$ cat src/rtl/nps_pkg.sv
// Shared constants, codes and controller/datapath types for the priority scheduler.
`default_nettype none

package nps_pkg;

  localparam int NUM_SLOTS = 16;
  localparam int IDX_W     = $clog2(NUM_SLOTS);
  localparam int PRIO_W    = 4;
  localparam int TIME_W    = 16;
  localparam int CLK_W     = 17;
  localparam int ACT_W     = 5;
  localparam int CMD_W     = 2;
  localparam int CFG_IDX_W = 2;
  localparam int CFG_W     = 16;

  localparam logic [CFG_IDX_W-1:0] REG_AGING_ON     = 2'd0;
  localparam logic [CFG_IDX_W-1:0] REG_AGING_THRESH = 2'd1;
  localparam logic [CFG_IDX_W-1:0] REG_TIME_LIMIT   = 2'd2;
  localparam logic [CFG_IDX_W-1:0] REG_ACTIVE_COUNT = 2'd3;

  localparam logic [TIME_W-1:0] AGING_THRESH_RST = 16'd5;
  localparam logic [TIME_W-1:0] TIME_LIMIT_RST   = 16'd100;

  typedef enum logic [CMD_W-1:0] {
    CMD_LOAD    = 2'd0,
    CMD_TICK    = 2'd1,
    CMD_RESTART = 2'd2
  } cmd_t;

  typedef enum logic [1:0] {
    ST_IDLE,
    ST_SCAN,
    ST_FINISH
  } state_t;

  typedef struct packed {
    logic load_we;
    logic restart;
    logic scan_start;
    logic scan_step;
    logic finish;
  } ctl_cmd_t;

  typedef struct packed {
    logic done;
    logic no_slots;
    logic scan_last;
    logic out_busy;
  } ctl_status_t;

endpackage

`default_nettype wire

$ cat src/rtl/nps_channels.sv
// Valid/ready channel interfaces: request items, result items and register writes.
`default_nettype none

interface nps_in_if;
  logic                         valid;
  logic                         ready;
  logic [nps_pkg::CMD_W-1:0]    cmd;
  logic [nps_pkg::IDX_W-1:0]    slot;
  logic [nps_pkg::PRIO_W-1:0]   base_priority;
  logic [nps_pkg::TIME_W-1:0]   arrival;
  logic [nps_pkg::TIME_W-1:0]   burst;
  modport source (output valid, cmd, slot, base_priority, arrival, burst, input ready);
  modport sink   (input valid, cmd, slot, base_priority, arrival, burst, output ready);
endinterface

interface nps_out_if;
  logic                         valid;
  logic                         ready;
  logic                         ran;
  logic [nps_pkg::IDX_W-1:0]    slot_run;
  logic                         began;
  logic                         completed;
  logic [nps_pkg::CLK_W-1:0]    fin_time;
  logic [nps_pkg::CLK_W-1:0]    time_now;
  logic                         all_done;
  modport source (output valid, ran, slot_run, began, completed, fin_time, time_now,
                  all_done, input ready);
  modport sink   (input valid, ran, slot_run, began, completed, fin_time, time_now,
                  all_done, output ready);
endinterface

interface nps_cfg_if;
  logic                           valid;
  logic                           ready;
  logic [nps_pkg::CFG_IDX_W-1:0]  index;
  logic [nps_pkg::CFG_W-1:0]      data;
  modport source (output valid, index, data, input ready);
  modport sink   (input valid, index, data, output ready);
endinterface

`default_nettype wire

$ cat src/rtl/nps_ctrl.sv
// Sequencing state machine: accept, slot scan, finish and result hand-off.
`default_nettype none

module nps_ctrl (
  input  logic                      clk,
  input  logic                      rst,
  input  logic                      in_valid,
  input  logic [nps_pkg::CMD_W-1:0] in_cmd,
  output logic                      in_ready,
  input  nps_pkg::ctl_status_t      sts,
  output nps_pkg::ctl_cmd_t         ctl
);
  import nps_pkg::*;

  state_t state;
  state_t state_next;

  always_ff @(posedge clk) begin
    if (rst) begin
      state <= ST_IDLE;
    end else begin
      state <= state_next;
    end
  end

  always_comb begin
    state_next = state;
    case (state)
      ST_IDLE: begin
        if (in_valid && (in_cmd == CMD_TICK)) begin
          // a finished run or an empty table skips straight to the quantum update
          state_next = (sts.done || sts.no_slots) ? ST_FINISH : ST_SCAN;
        end
      end
      ST_SCAN: begin
        if (sts.scan_last) begin
          state_next = ST_FINISH;
        end
      end
      ST_FINISH: begin
        if (!sts.out_busy) begin
          state_next = ST_IDLE;
        end
      end
      default: state_next = ST_IDLE;
    endcase
  end

  always_comb begin
    in_ready = 1'b0;
    ctl      = '0;
    case (state)
      ST_IDLE: begin
        in_ready       = 1'b1;
        ctl.load_we    = in_valid && (in_cmd == CMD_LOAD);
        ctl.restart    = in_valid && (in_cmd == CMD_RESTART);
        ctl.scan_start = in_valid && (in_cmd == CMD_TICK);
      end
      ST_SCAN: begin
        ctl.scan_step = 1'b1;
      end
      ST_FINISH: begin
        ctl.finish = !sts.out_busy;
      end
      default: begin
        in_ready = 1'b0;
      end
    endcase
  end

endmodule

`default_nettype wire

$ cat src/rtl/nps_datapath.sv
// Slot table, configuration registers, aging/selection scan and result register.
`default_nettype none

module nps_datapath (
  input  logic                          clk,
  input  logic                          rst,
  input  nps_pkg::ctl_cmd_t             ctl,
  output nps_pkg::ctl_status_t          sts,
  input  logic                          cfg_we,
  input  logic [nps_pkg::CFG_IDX_W-1:0] cfg_index,
  input  logic [nps_pkg::CFG_W-1:0]     cfg_data,
  input  logic [nps_pkg::IDX_W-1:0]     in_slot,
  input  logic [nps_pkg::PRIO_W-1:0]    in_base_priority,
  input  logic [nps_pkg::TIME_W-1:0]    in_arrival,
  input  logic [nps_pkg::TIME_W-1:0]    in_burst,
  output logic                          out_valid,
  input  logic                          out_ready,
  output logic                          out_ran,
  output logic [nps_pkg::IDX_W-1:0]     out_slot_run,
  output logic                          out_began,
  output logic                          out_completed,
  output logic [nps_pkg::CLK_W-1:0]     out_fin_time,
  output logic [nps_pkg::CLK_W-1:0]     out_time_now,
  output logic                          out_all_done
);
  import nps_pkg::*;

  // configuration
  logic              aging_on;
  logic [TIME_W-1:0] age_thresh;
  logic [TIME_W-1:0] time_limit;
  logic [ACT_W-1:0]  active_count;

  // slot table
  logic [PRIO_W-1:0] prio_base      [NUM_SLOTS];
  logic [PRIO_W-1:0] prio_effective [NUM_SLOTS];
  logic [TIME_W-1:0] arrive_at      [NUM_SLOTS];
  logic [TIME_W-1:0] left_quanta    [NUM_SLOTS];
  logic [TIME_W-1:0] wait_count     [NUM_SLOTS];
  logic [TIME_W-1:0] burst_total    [NUM_SLOTS];
  logic              started_flag   [NUM_SLOTS];
  logic              finished_flag  [NUM_SLOTS];

  logic [CLK_W-1:0]  clock_time;
  logic              running_valid;
  logic [IDX_W-1:0]  running_slot;
  logic              done_flag;

  // scan state
  logic [IDX_W-1:0]  scan_idx;
  logic              best_found;
  logic [PRIO_W-1:0] lead_prio;
  logic [TIME_W-1:0] best_arr;
  logic [IDX_W-1:0]  best_slot;

  logic [ACT_W-1:0]  n_active;
  logic [TIME_W-1:0] load_burst;

  // scan step signals
  logic              cur_waiting;
  logic [TIME_W:0]   wait_inc;
  logic [PRIO_W-1:0] aged_prio;
  logic [TIME_W-1:0] aged_wait;
  logic [PRIO_W-1:0] cand_prio;
  logic              sel_en;
  logic              cand_better;
  logic              take;

  // finish signals
  logic              run_v;
  logic [IDX_W-1:0]  run_s;
  logic              stop_now;
  logic              last_quantum;
  logic [CLK_W-1:0]  clock_inc;

  assign n_active   = (active_count > ACT_W'(NUM_SLOTS)) ? ACT_W'(NUM_SLOTS) : active_count;
  assign load_burst = (in_burst == '0) ? TIME_W'(1) : in_burst;

  assign sts.done      = done_flag;
  assign sts.no_slots  = (n_active == '0);
  assign sts.scan_last = (ACT_W'(scan_idx) == ACT_W'(n_active - ACT_W'(1)));
  assign sts.out_busy  = out_valid && !out_ready;

  always_comb begin
    cur_waiting = !finished_flag[scan_idx] && !started_flag[scan_idx] &&
                  (CLK_W'(arrive_at[scan_idx]) <= clock_time);
    wait_inc  = {1'b0, wait_count[scan_idx]} + (TIME_W+1)'(1);
    aged_prio = prio_effective[scan_idx];
    aged_wait = wait_inc[TIME_W-1:0];
    if (wait_inc >= {1'b0, age_thresh}) begin
      if (prio_effective[scan_idx] > PRIO_W'(1)) begin
        aged_prio = prio_effective[scan_idx] - PRIO_W'(1);
        aged_wait = '0;
      end else begin
        // already at the floor: counter parks at the threshold
        aged_wait = age_thresh;
      end
    end
    cand_prio   = aging_on ? aged_prio : prio_base[scan_idx];
    sel_en      = !running_valid && (clock_time < CLK_W'(time_limit));
    cand_better = !best_found || (cand_prio < lead_prio) ||
                  ((cand_prio == lead_prio) && (arrive_at[scan_idx] < best_arr));
    take        = sel_en && cur_waiting && cand_better;
  end

  always_comb begin
    run_v        = best_found || running_valid;
    run_s        = best_found ? best_slot : running_slot;
    stop_now     = (clock_time >= CLK_W'(time_limit)) && !run_v;
    last_quantum = (left_quanta[run_s] <= TIME_W'(1));
    clock_inc    = clock_time + CLK_W'(1);
  end

  always_ff @(posedge clk) begin
    if (rst) begin
      aging_on     <= 1'b0;
      age_thresh   <= AGING_THRESH_RST;
      time_limit   <= TIME_LIMIT_RST;
      active_count <= '0;
    end else if (cfg_we) begin
      case (cfg_index)
        REG_AGING_ON:     aging_on     <= cfg_data[0];
        REG_AGING_THRESH: age_thresh   <= cfg_data;
        REG_TIME_LIMIT:   time_limit   <= cfg_data;
        REG_ACTIVE_COUNT: active_count <= cfg_data[ACT_W-1:0];
        default:          aging_on     <= aging_on;
      endcase
    end
  end

  always_ff @(posedge clk) begin
    if (rst) begin
      scan_idx   <= '0;
      best_found <= 1'b0;
      lead_prio  <= '0;
      best_arr   <= '0;
      best_slot  <= '0;
    end else if (ctl.scan_start) begin
      scan_idx   <= '0;
      best_found <= 1'b0;
    end else if (ctl.scan_step) begin
      scan_idx <= scan_idx + IDX_W'(1);
      if (take) begin
        best_found <= 1'b1;
        lead_prio  <= cand_prio;
        best_arr   <= arrive_at[scan_idx];
        best_slot  <= scan_idx;
      end
    end
  end

  always_ff @(posedge clk) begin
    if (rst) begin
      for (int i = 0; i < NUM_SLOTS; i++) begin
        prio_base[i]      <= '0;
        prio_effective[i] <= '0;
        arrive_at[i]      <= '0;
        left_quanta[i]    <= '0;
        wait_count[i]     <= '0;
        burst_total[i]    <= '0;
        started_flag[i]   <= 1'b0;
        finished_flag[i]  <= 1'b0;
      end
      clock_time    <= '0;
      running_valid <= 1'b0;
      running_slot  <= '0;
      done_flag     <= 1'b0;
    end else if (ctl.restart) begin
      for (int i = 0; i < NUM_SLOTS; i++) begin
        prio_effective[i] <= prio_base[i];
        wait_count[i]     <= '0;
        left_quanta[i]    <= burst_total[i];
        started_flag[i]   <= 1'b0;
        finished_flag[i]  <= 1'b0;
      end
      clock_time    <= '0;
      running_valid <= 1'b0;
      running_slot  <= '0;
      done_flag     <= 1'b0;
    end else if (ctl.load_we) begin
      prio_base[in_slot]      <= in_base_priority;
      prio_effective[in_slot] <= in_base_priority;
      arrive_at[in_slot]      <= in_arrival;
      burst_total[in_slot]    <= load_burst;
      left_quanta[in_slot]    <= load_burst;
      wait_count[in_slot]     <= '0;
      started_flag[in_slot]   <= 1'b0;
      finished_flag[in_slot]  <= 1'b0;
      // reloading the running slot cancels that task
      if (running_valid && (running_slot == in_slot)) begin
        running_valid <= 1'b0;
      end
    end else if (ctl.scan_step) begin
      if (aging_on && cur_waiting) begin
        prio_effective[scan_idx] <= aged_prio;
        wait_count[scan_idx]     <= aged_wait;
      end
    end else if (ctl.finish && !done_flag) begin
      if (best_found) begin
        started_flag[best_slot] <= 1'b1;
        running_slot            <= best_slot;
        running_valid           <= 1'b1;
      end
      if (stop_now) begin
        done_flag <= 1'b1;
      end else begin
        if (run_v) begin
          if (last_quantum) begin
            left_quanta[run_s]   <= '0;
            finished_flag[run_s] <= 1'b1;
            running_valid        <= 1'b0;
          end else begin
            left_quanta[run_s] <= left_quanta[run_s] - TIME_W'(1);
          end
        end
        clock_time <= clock_inc;
      end
    end
  end

  always_ff @(posedge clk) begin
    if (rst) begin
      out_valid <= 1'b0;
    end else if (ctl.finish) begin
      out_valid <= 1'b1;
    end else if (out_ready) begin
      out_valid <= 1'b0;
    end
  end

  always_ff @(posedge clk) begin
    if (ctl.finish) begin
      out_time_now  <= clock_time;
      out_ran       <= 1'b0;
      out_slot_run  <= '0;
      out_began     <= 1'b0;
      out_completed <= 1'b0;
      out_fin_time  <= '0;
      out_all_done  <= done_flag;
      if (!done_flag) begin
        out_began    <= best_found;
        out_all_done <= stop_now;
        if (!stop_now && run_v) begin
          out_ran      <= 1'b1;
          out_slot_run <= run_s;
          if (last_quantum) begin
            out_completed <= 1'b1;
            out_fin_time  <= clock_inc;
          end
        end
      end
    end
  end

endmodule

`default_nettype wire

$ cat src/rtl/nonpreemptive_priority_scheduler_unit.sv
// Top level of the non-preemptive priority scheduler with aging.
// Channels: req (sink) takes items with cmd = load, tick or restart; rsp
// (source) returns one result per tick; cfg (sink, always ready) writes the
// aging enable, aging threshold, time limit and active count by index 0..3.
// Load and restart give no result. A tick runs the accepting cycle, an
// aging/selection scan step for each of the n = min(active_count, 16)
// participating slots, then a finish step that updates the running task and
// the clock and loads the result register, which raises rsp.valid. With no
// participating slots, or once the run is over, the scan is skipped and the
// tick goes from the accepting cycle straight to the finish step. req.ready
// is high only while no tick is in progress, so a new item is not accepted
// until the last tick has finished. A result waiting in the output register
// does not block acceptance; if rsp stalls, the next tick holds in its final
// cycle until the register frees. Reset clears the slot table, the clock and
// the run state, and loads the register reset values (threshold 5, time
// limit 100).
`default_nettype none

module nonpreemptive_priority_scheduler_unit (
  input  logic      clk,
  input  logic      rst,
  nps_in_if.sink    req,
  nps_out_if.source rsp,
  nps_cfg_if.sink   cfg
);
  import nps_pkg::*;

  ctl_cmd_t    ctl;
  ctl_status_t sts;

  assign cfg.ready = 1'b1;

  nps_ctrl u_ctrl (
    .clk      (clk),
    .rst      (rst),
    .in_valid (req.valid),
    .in_cmd   (req.cmd),
    .in_ready (req.ready),
    .sts      (sts),
    .ctl      (ctl)
  );

  nps_datapath u_datapath (
    .clk              (clk),
    .rst              (rst),
    .ctl              (ctl),
    .sts              (sts),
    .cfg_we           (cfg.valid),
    .cfg_index        (cfg.index),
    .cfg_data         (cfg.data),
    .in_slot          (req.slot),
    .in_base_priority (req.base_priority),
    .in_arrival       (req.arrival),
    .in_burst         (req.burst),
    .out_valid        (rsp.valid),
    .out_ready        (rsp.ready),
    .out_ran          (rsp.ran),
    .out_slot_run     (rsp.slot_run),
    .out_began        (rsp.began),
    .out_completed    (rsp.completed),
    .out_fin_time     (rsp.fin_time),
    .out_time_now     (rsp.time_now),
    .out_all_done     (rsp.all_done)
  );

endmodule

`default_nettype wire

$ cat src/flat_wrapper.sv
// flat-port wrapper written by rule: the top's interface ports become plain ports
module nonpreemptive_priority_scheduler_unit_flat import nps_pkg::*;
  (clk, rst, req_valid, req_cmd, req_slot, req_base_priority, req_arrival, req_burst, req_ready, rsp_valid, rsp_ran, rsp_slot_run, rsp_began, rsp_completed, rsp_fin_time, rsp_time_now, rsp_all_done, rsp_ready, cfg_valid, cfg_index, cfg_data, cfg_ready);
  nps_in_if req_i ();
  nps_out_if rsp_i ();
  nps_cfg_if cfg_i ();
  input  logic clk;
  input  logic rst;
  input wire logic [$bits(req_i.valid)-1:0] req_valid;
  input wire logic [$bits(req_i.cmd)-1:0] req_cmd;
  input wire logic [$bits(req_i.slot)-1:0] req_slot;
  input wire logic [$bits(req_i.base_priority)-1:0] req_base_priority;
  input wire logic [$bits(req_i.arrival)-1:0] req_arrival;
  input wire logic [$bits(req_i.burst)-1:0] req_burst;
  output wire logic [$bits(req_i.ready)-1:0] req_ready;
  output wire logic [$bits(rsp_i.valid)-1:0] rsp_valid;
  output wire logic [$bits(rsp_i.ran)-1:0] rsp_ran;
  output wire logic [$bits(rsp_i.slot_run)-1:0] rsp_slot_run;
  output wire logic [$bits(rsp_i.began)-1:0] rsp_began;
  output wire logic [$bits(rsp_i.completed)-1:0] rsp_completed;
  output wire logic [$bits(rsp_i.fin_time)-1:0] rsp_fin_time;
  output wire logic [$bits(rsp_i.time_now)-1:0] rsp_time_now;
  output wire logic [$bits(rsp_i.all_done)-1:0] rsp_all_done;
  input wire logic [$bits(rsp_i.ready)-1:0] rsp_ready;
  input wire logic [$bits(cfg_i.valid)-1:0] cfg_valid;
  input wire logic [$bits(cfg_i.index)-1:0] cfg_index;
  input wire logic [$bits(cfg_i.data)-1:0] cfg_data;
  output wire logic [$bits(cfg_i.ready)-1:0] cfg_ready;
  assign req_i.valid = req_valid;
  assign req_i.cmd = req_cmd;
  assign req_i.slot = req_slot;
  assign req_i.base_priority = req_base_priority;
  assign req_i.arrival = req_arrival;
  assign req_i.burst = req_burst;
  assign req_ready = req_i.ready;
  assign rsp_valid = rsp_i.valid;
  assign rsp_ran = rsp_i.ran;
  assign rsp_slot_run = rsp_i.slot_run;
  assign rsp_began = rsp_i.began;
  assign rsp_completed = rsp_i.completed;
  assign rsp_fin_time = rsp_i.fin_time;
  assign rsp_time_now = rsp_i.time_now;
  assign rsp_all_done = rsp_i.all_done;
  assign rsp_i.ready = rsp_ready;
  assign cfg_i.valid = cfg_valid;
  assign cfg_i.index = cfg_index;
  assign cfg_i.data = cfg_data;
  assign cfg_ready = cfg_i.ready;
  nonpreemptive_priority_scheduler_unit u_core (.clk(clk), .rst(rst), .req(req_i), .rsp(rsp_i), .cfg(cfg_i));
endmodule
$ cat config.mk
export PLATFORM = sky130hd
export DESIGN_NAME = nonpreemptive_priority_scheduler_unit_flat
export DESIGN_NICKNAME = d
export VERILOG_FILES = /design/src/rtl/nps_pkg.sv /design/src/rtl/nps_channels.sv /design/src/rtl/nps_ctrl.sv /design/src/rtl/nps_datapath.sv /design/src/rtl/nonpreemptive_priority_scheduler_unit.sv /design/src/flat_wrapper.sv
export SDC_FILE = /design/constraint.sdc
export NUM_CORES = 2
export LEC_CHECK = 0
export ABC_AREA = 1
export BUFFER_PORTS_ARGS = -buffer_cell sky130_fd_sc_hd__buf_2
export CAP_MARGIN = 10
export CORE_MARGIN = 10
export CORE_UTILIZATION = 55
export CTS_CLUSTER_DIAMETER = 150
export DETAILED_ROUTE_END_ITERATION = 7
export PLACE_DENSITY = 0.72
export SYNTH_ARGS = -nofsm -noshare
export SYNTH_HDL_FRONTEND = slang
export SYNTH_HIERARCHICAL = 1
export SYNTH_SLANG_ARGS = --single-unit
$ cat constraint.sdc
create_clock -name clk -period 9.4 [get_ports clk]
set_input_delay 1.41 -clock clk [delete_from_list [all_inputs] [get_ports clk]]
set_output_delay 1.41 -clock clk [all_outputs]
set_load 0.05 [all_outputs]
After elaboration in Yosys (flattened, before gate mapping)
Memories as Yosys holds them, arrays and structs flattened. A register that Yosys moved wholly into a read port is not among the register bits.
Cells that the tools add are included.
{ "classes": {"addsub": 6, "order_cmp": 9, "n_eq_ne": 15, "mux": 200, "bitwise_logic": 87, "reduce_logical": 63} }
{ "op_table": {"columns": ["op", "count"], "rows": [
  ["$mux W16", 42],
  ["$mux W4", 48],
  ["$mux W1", 103],
  ["$reduce_or A16 Y1", 6],
  ["$or A1 B1 Y1", 81],
  ["$ge A17 B16 Y1", 2],
  ["$add A16 B1 Y17 const B", 1],
  ["$add A17 B1 Y17 const B", 1],
  ["$le A16 B17 Y1", 1],
  ["$lt A17 B16 Y1", 1],
  ["$le A16 B1 Y1 const B", 1],
  ["$logic_not A16 Y1", 1],
  ["$lt A16 B16 Y1", 1],
  ["$sub A16 B1 Y16 const B", 1],
  ["$logic_and A1 B1 Y1", 15],
  ["$reduce_and A3 Y1", 4],
  ["$reduce_or A4 Y1", 3],
  ["$reduce_and A2 Y1", 5],
  ["$logic_not A1 Y1", 9],
  ["$eq A2 B2 Y1 const B", 4],
  ["$eq A4 B4 Y1", 2],
  ["$mux W2", 4],
  ["$reduce_and A4 Y1", 2],
  ["$eq A2 B1 Y1 const B", 3],
  ["20 further kinds", 39]
]} }
{ "word_totals": {"regBits": 135, "ram_bits": 1184, "inputBits": 65, "output_inout_bits": 45, "wordCells": 410, "memories": 8} }
{ "memory_table": {"columns": ["name", "depth", "word_bits", "read_ports", "rd_clocked_by_memory_dff", "wr", "line", "rtl"], "rows": [
  ["u_core.u_datapath.arrive_at", 16, 16, 1, 1, 16, "nps_datapath.sv:37", "logic [TIME_W-1:0] arrive_at [NUM_SLOTS];"],
  ["u_core.u_datapath.burst_total", 16, 16, 16, 0, 16, "nps_datapath.sv:40", "logic [TIME_W-1:0] burst_total [NUM_SLOTS];"],
  ["u_core.u_datapath.left_quanta", 16, 16, 1, 0, 16, "nps_datapath.sv:38", "logic [TIME_W-1:0] left_quanta [NUM_SLOTS];"],
  ["u_core.u_datapath.wait_count", 16, 16, 1, 1, 16, "nps_datapath.sv:39", "logic [TIME_W-1:0] wait_count [NUM_SLOTS];"],
  ["u_core.u_datapath.prio_base", 16, 4, 17, 1, 16, "nps_datapath.sv:35", "logic [PRIO_W-1:0] prio_base [NUM_SLOTS];"],
  ["u_core.u_datapath.prio_effective", 16, 4, 1, 1, 16, "nps_datapath.sv:36", "logic [PRIO_W-1:0] prio_effective [NUM_SLOTS];"],
  ["+2 memories", null, null, null, null, null, null, null]
]} }

Depth between registers and ports, before layout
An unclocked memory read counts as a cell.
{ "logic_depth": {"depth_word": 15, "depth_mapped": 43, "mapped_depth_nobuf": 38} }

Hierarchy
The synthesis kept the hierarchy.
{ "by_module_without_submodules": {"columns": ["module", "instances", "cells_each", "area_per_inst_um2", "seq_area_each_um2"], "rows": [
  ["nps_datapath", 1, 6555, 62665.1, 38717.1],
  ["nps_ctrl", 1, 34, 182.7, 40.0],
  ["nonpreemptive_priority_scheduler_unit", 1, 2, 11.3, 0.0]
]} }

Least setup slack after synthesis
No wires, ideal clock.
{ "synth_timing": {"path_type": "input to register", "startpoint": "input port rsp_ready", "endpoint": "memory u_core.u_datapath.left_quanta[12][0], enable pin", "setup_time_ns": 0.372, "arrival_time_ns": 6.616, "t_required_ns": 9.028, "setup_slack_ns": 2.412, "cell_stages": 15, "path_buffers": 1, "path_cell_list": "nor2_1 > nor3_1 > inv_1 > nor2_1 > nand3_1 > nor3_2 > inv_1 > clkbuf_1 > o21ai_0 > inv_1 > nor2_1 > inv_1 > nor2_1 > inv_1 > nand2_1"} }
{ "synth_rtl": {"columns": ["item", "line", "rtl"], "rows": [
  ["start, declared", "flat_wrapper.sv:24", "input wire logic [$bits(rsp_i.ready)-1:0] rsp_ready;"],
  ["end, declared", "nps_datapath.sv:38", null]
]} }

==> impl_results.md <==
- Cell count along the critical path: 33
- Placed Area: 64100 um^2
- Die area: 128000 um^2
- Power, Total: 16.5 mW
- Worst-path clk slew: 0.06 ns
- Fraction of registers with async set/reset: 0%
- Post-synthesis register bit count: 1323
- Syn_area_per_cell: 9.54 um^2
- M1 WL: 73200 um
- Number of synthesized flops with an enable pin: 1226
- Fin area: 68700 um^2
- Setup_tns: 0 ns
- Final Non-Filler Cells: 8121
- PortBufs: 108
- Peak VDD IR: 0.188 mV
- Crit-path max FO: 91
- Post-synth top area share: 58.6%
- Avg Vias per Cell: 6.05
- CP startpoint kind: flop
- Reg-to-reg endpoint: u_core/u_datapath/best_arr[7]
- GRT overflow: 0
- Post-Syn Area: 62900 um^2
- Met3 WL: 26900 um
- Drt drc: 0
- Core area: 113000 um^2
- Clk sinks: 1323
- First-pass GRT wire length: 285000 um
- Slowest CP cell: a21oi_1
- Routed len/inst: 23.9 um
- GPL Wtd Cong: 0.956
- Maxcap violations: 0
- Starting density of the core: 55.6%
- Inst Count DP: 7863
- Worst setup EP type: flop
- Top cells by count, synth: nor2_1 (1409), nand2_1 (1395), edfxtp_1 (1226)
- Crit-path leading delay family: simple AND/OR/NAND/NOR gates
- Routed wire length: 194000 um
- Antenna viol nets, final: 0
- Final HPWL DP: 119000 um
- Hold slack: 0.463 ns
- Vias: 49100
- Max Fclk: 130 MHz
- WP buf/inv: 5
- Cell count after synthesis: 6591
- CTS Buffer Depth: 3
- Clock Latency Late Sink: 0.77 ns
- Area grow syn2layout: 9.29%
- Leak: 27.1 nW
- DR iter-0 viols: 7122
- Actual slew at the worst max-slew pin: 1.27 ns
- # rows: 123
- Int Power: 11.1 mW
- Vias in the first global route: 46000
- Number of H-tree levels: 4
- Die width: 358 um
- Sw Share: 32.8%
- Die Ht: 358 um
- Mapped Nets: 6732
- Ys flop type: edfxtp_1
- Comb power frac: 23.9%
- First-pass detailed-route iteration total: 6
- Routed met2 length: 86500 um
- Req. time, crit path: 10.09 ns
- Dpl ws: 2.00 ns
- Sequential share of power: 42.5%
- Antenna violations before repair: 6
- Worst Setup EP: u_core/u_datapath/best_arr[7]
- Cell taking the most area after synthesis: edfxtp_1
- Max Slew Vio Count: 0
- Most common cell in the netlist: nor2_1
- Status: complete, no violations
- Synth area leaders: edfxtp_1 (59%), nor2_1 (8.4%), nand2_1 (8.3%)
- CP arrival: 8.36 ns
- CTS Buf Count: 140
- Period utilisation layout: 81.7%
- Seq/Total Area, Yosys: 61.7%
- Setup Fix Bufs, Post-CTS: 0
- All-Layer GR Usage: 29.6%
- Clock group share of total power: 33.6%
- Synth Warn #: 6
- Distinct cell type count after synthesis: 60
- P_sw: 5.43 mW
- Num ports: 110
- CTS tree: yes
- Largest net degree at the start of global routing: 201
- Nets: 6648
- Setup-failing EPs final: 0
- Worst path max stage delay: 0.82 ns
- RSZ-0062 raised after global routing: false
- Layout Skew: 0.0369 ns
- R2r worst-path depth: 33
- # hold bufs at CTS: 0
- Hold Crit Class: flop to flop
- CTS-repair resized insts: 0
- Hold Fails Final Rpt: 0
- Final Core Density: 60.8%
- Minimum clock period: 7.68 ns
- R2r setup slk: 1.72 ns
- Layout cell share with drive strength beyond 1: 8.57%
- Final critical-path setup slack: 1.72 ns
- Setup CP Type: flop to flop
- Power per cell area: 241 nW/um^2
- Worst slew margin: 15.0%
- Root Buffer: clkbuf_16
- Uppermost layer routed: met5
how the worst min path moves through the flow:
stage / from / to / slack [ns] / cells past startpoint
after CTS: u_core/u_datapath/time_limit[11] / u_core/u_datapath/time_limit[11] / 0.46 / 2
after detailed placement: u_core/u_datapath/time_limit[11] / u_core/u_datapath/time_limit[11] / 0.45 / 2
final: u_core/u_datapath/time_limit[11] / u_core/u_datapath/time_limit[11] / 0.46 / 2
after global routing: u_core/u_datapath/time_limit[14] / u_core/u_datapath/time_limit[14] / 0.49 / 2
after global placement: u_core/u_datapath/time_limit[11] / u_core/u_datapath/time_limit[11] / 0.46 / 2
after floorplan: u_core/u_datapath/clock_time[16] / u_core/u_datapath/out_time_now[16] / 0.43 / 0
layout by cell type (no fill, tap or decap), types with 33 or more instances in the layout:
master / n
nor2_1: 1407
nand2_1: 1375
edfxtp_1: 1226
o21ai_0: 453
inv_1: 444
nand3_1: 384
clkbuf_16: 145
buf_2: 108
o211ai_1: 107
a21oi_1: 102
dfxtp_1: 93
buf_4: 86
ha_1: 76
o221ai_1: 66
o21ai_1: 53
clkinv_1: 40
clkbuf_1: 36
xor2_1: 36
nand2_2: 33
power by group through the flow:
stage | clock (mW) | sequential [mW] | combinational, mW
finish | 5.56 | 7.03 | 3.96
global route | 5.85 | 7.06 | 4.28
CTS | 5.59 | 7.02 | 3.84
detailed placement | 0 | 7.14 | 3.81
global placement | 0 | 7.13 | 3.76
floorplan | 0 | 7.15 | 2.67
cell families after synthesis:
family          Yosys count  synth area share, %
buf+inv                 919                 6.26
other cells               1              0.00597
fa+ha+maj                76                 1.51
compound gates          866                 8.19
simple gates           3362                 21.8
xor+xnor                 44                0.613
flops                  1323                 61.7
flip-flops by register name, indices dropped and copies added, names as in the netlist, 64 cells and up, named ones only:
register and flops:
u_core/u_datapath/prio_effective 64, u_core/u_datapath/wait_count 256, u_core/u_datapath/left_quanta 256, u_core/u_datapath/prio_base 64, u_core/u_datapath/arrive_at 256, u_core/u_datapath/burst_total 256
tightest hold or removal path: cells and delay by family (launching register included):
kind / cells / cell delay (ns)
DFF: 1 / 0.30
buffers and inverters: 1 / 0.06
AOI/OAI and AO/OA: 1 / 0.06
area by class of cell:
cell class | instances | area, um^2
multi-input cells | 4349 | 20300
repair buffers | 200 | 1300
inverters | 493 | 1860
clock inverters | 71 | 802
well taps | 1500 | 1880
fillers | 9260 | 44300
flip-flops and latches | 1323 | 38800
diodes | 2 | 5.00
clock buffers | 183 | 3790
metal layers:
metal,track usage [%],vias up
met2,45.0,3277
met4,11.8,6
met1,40.3,23400
li1,-,21900
met5,0,-
met3,7.81,504
No activity file was read; power rests on OpenSTA's default activity.
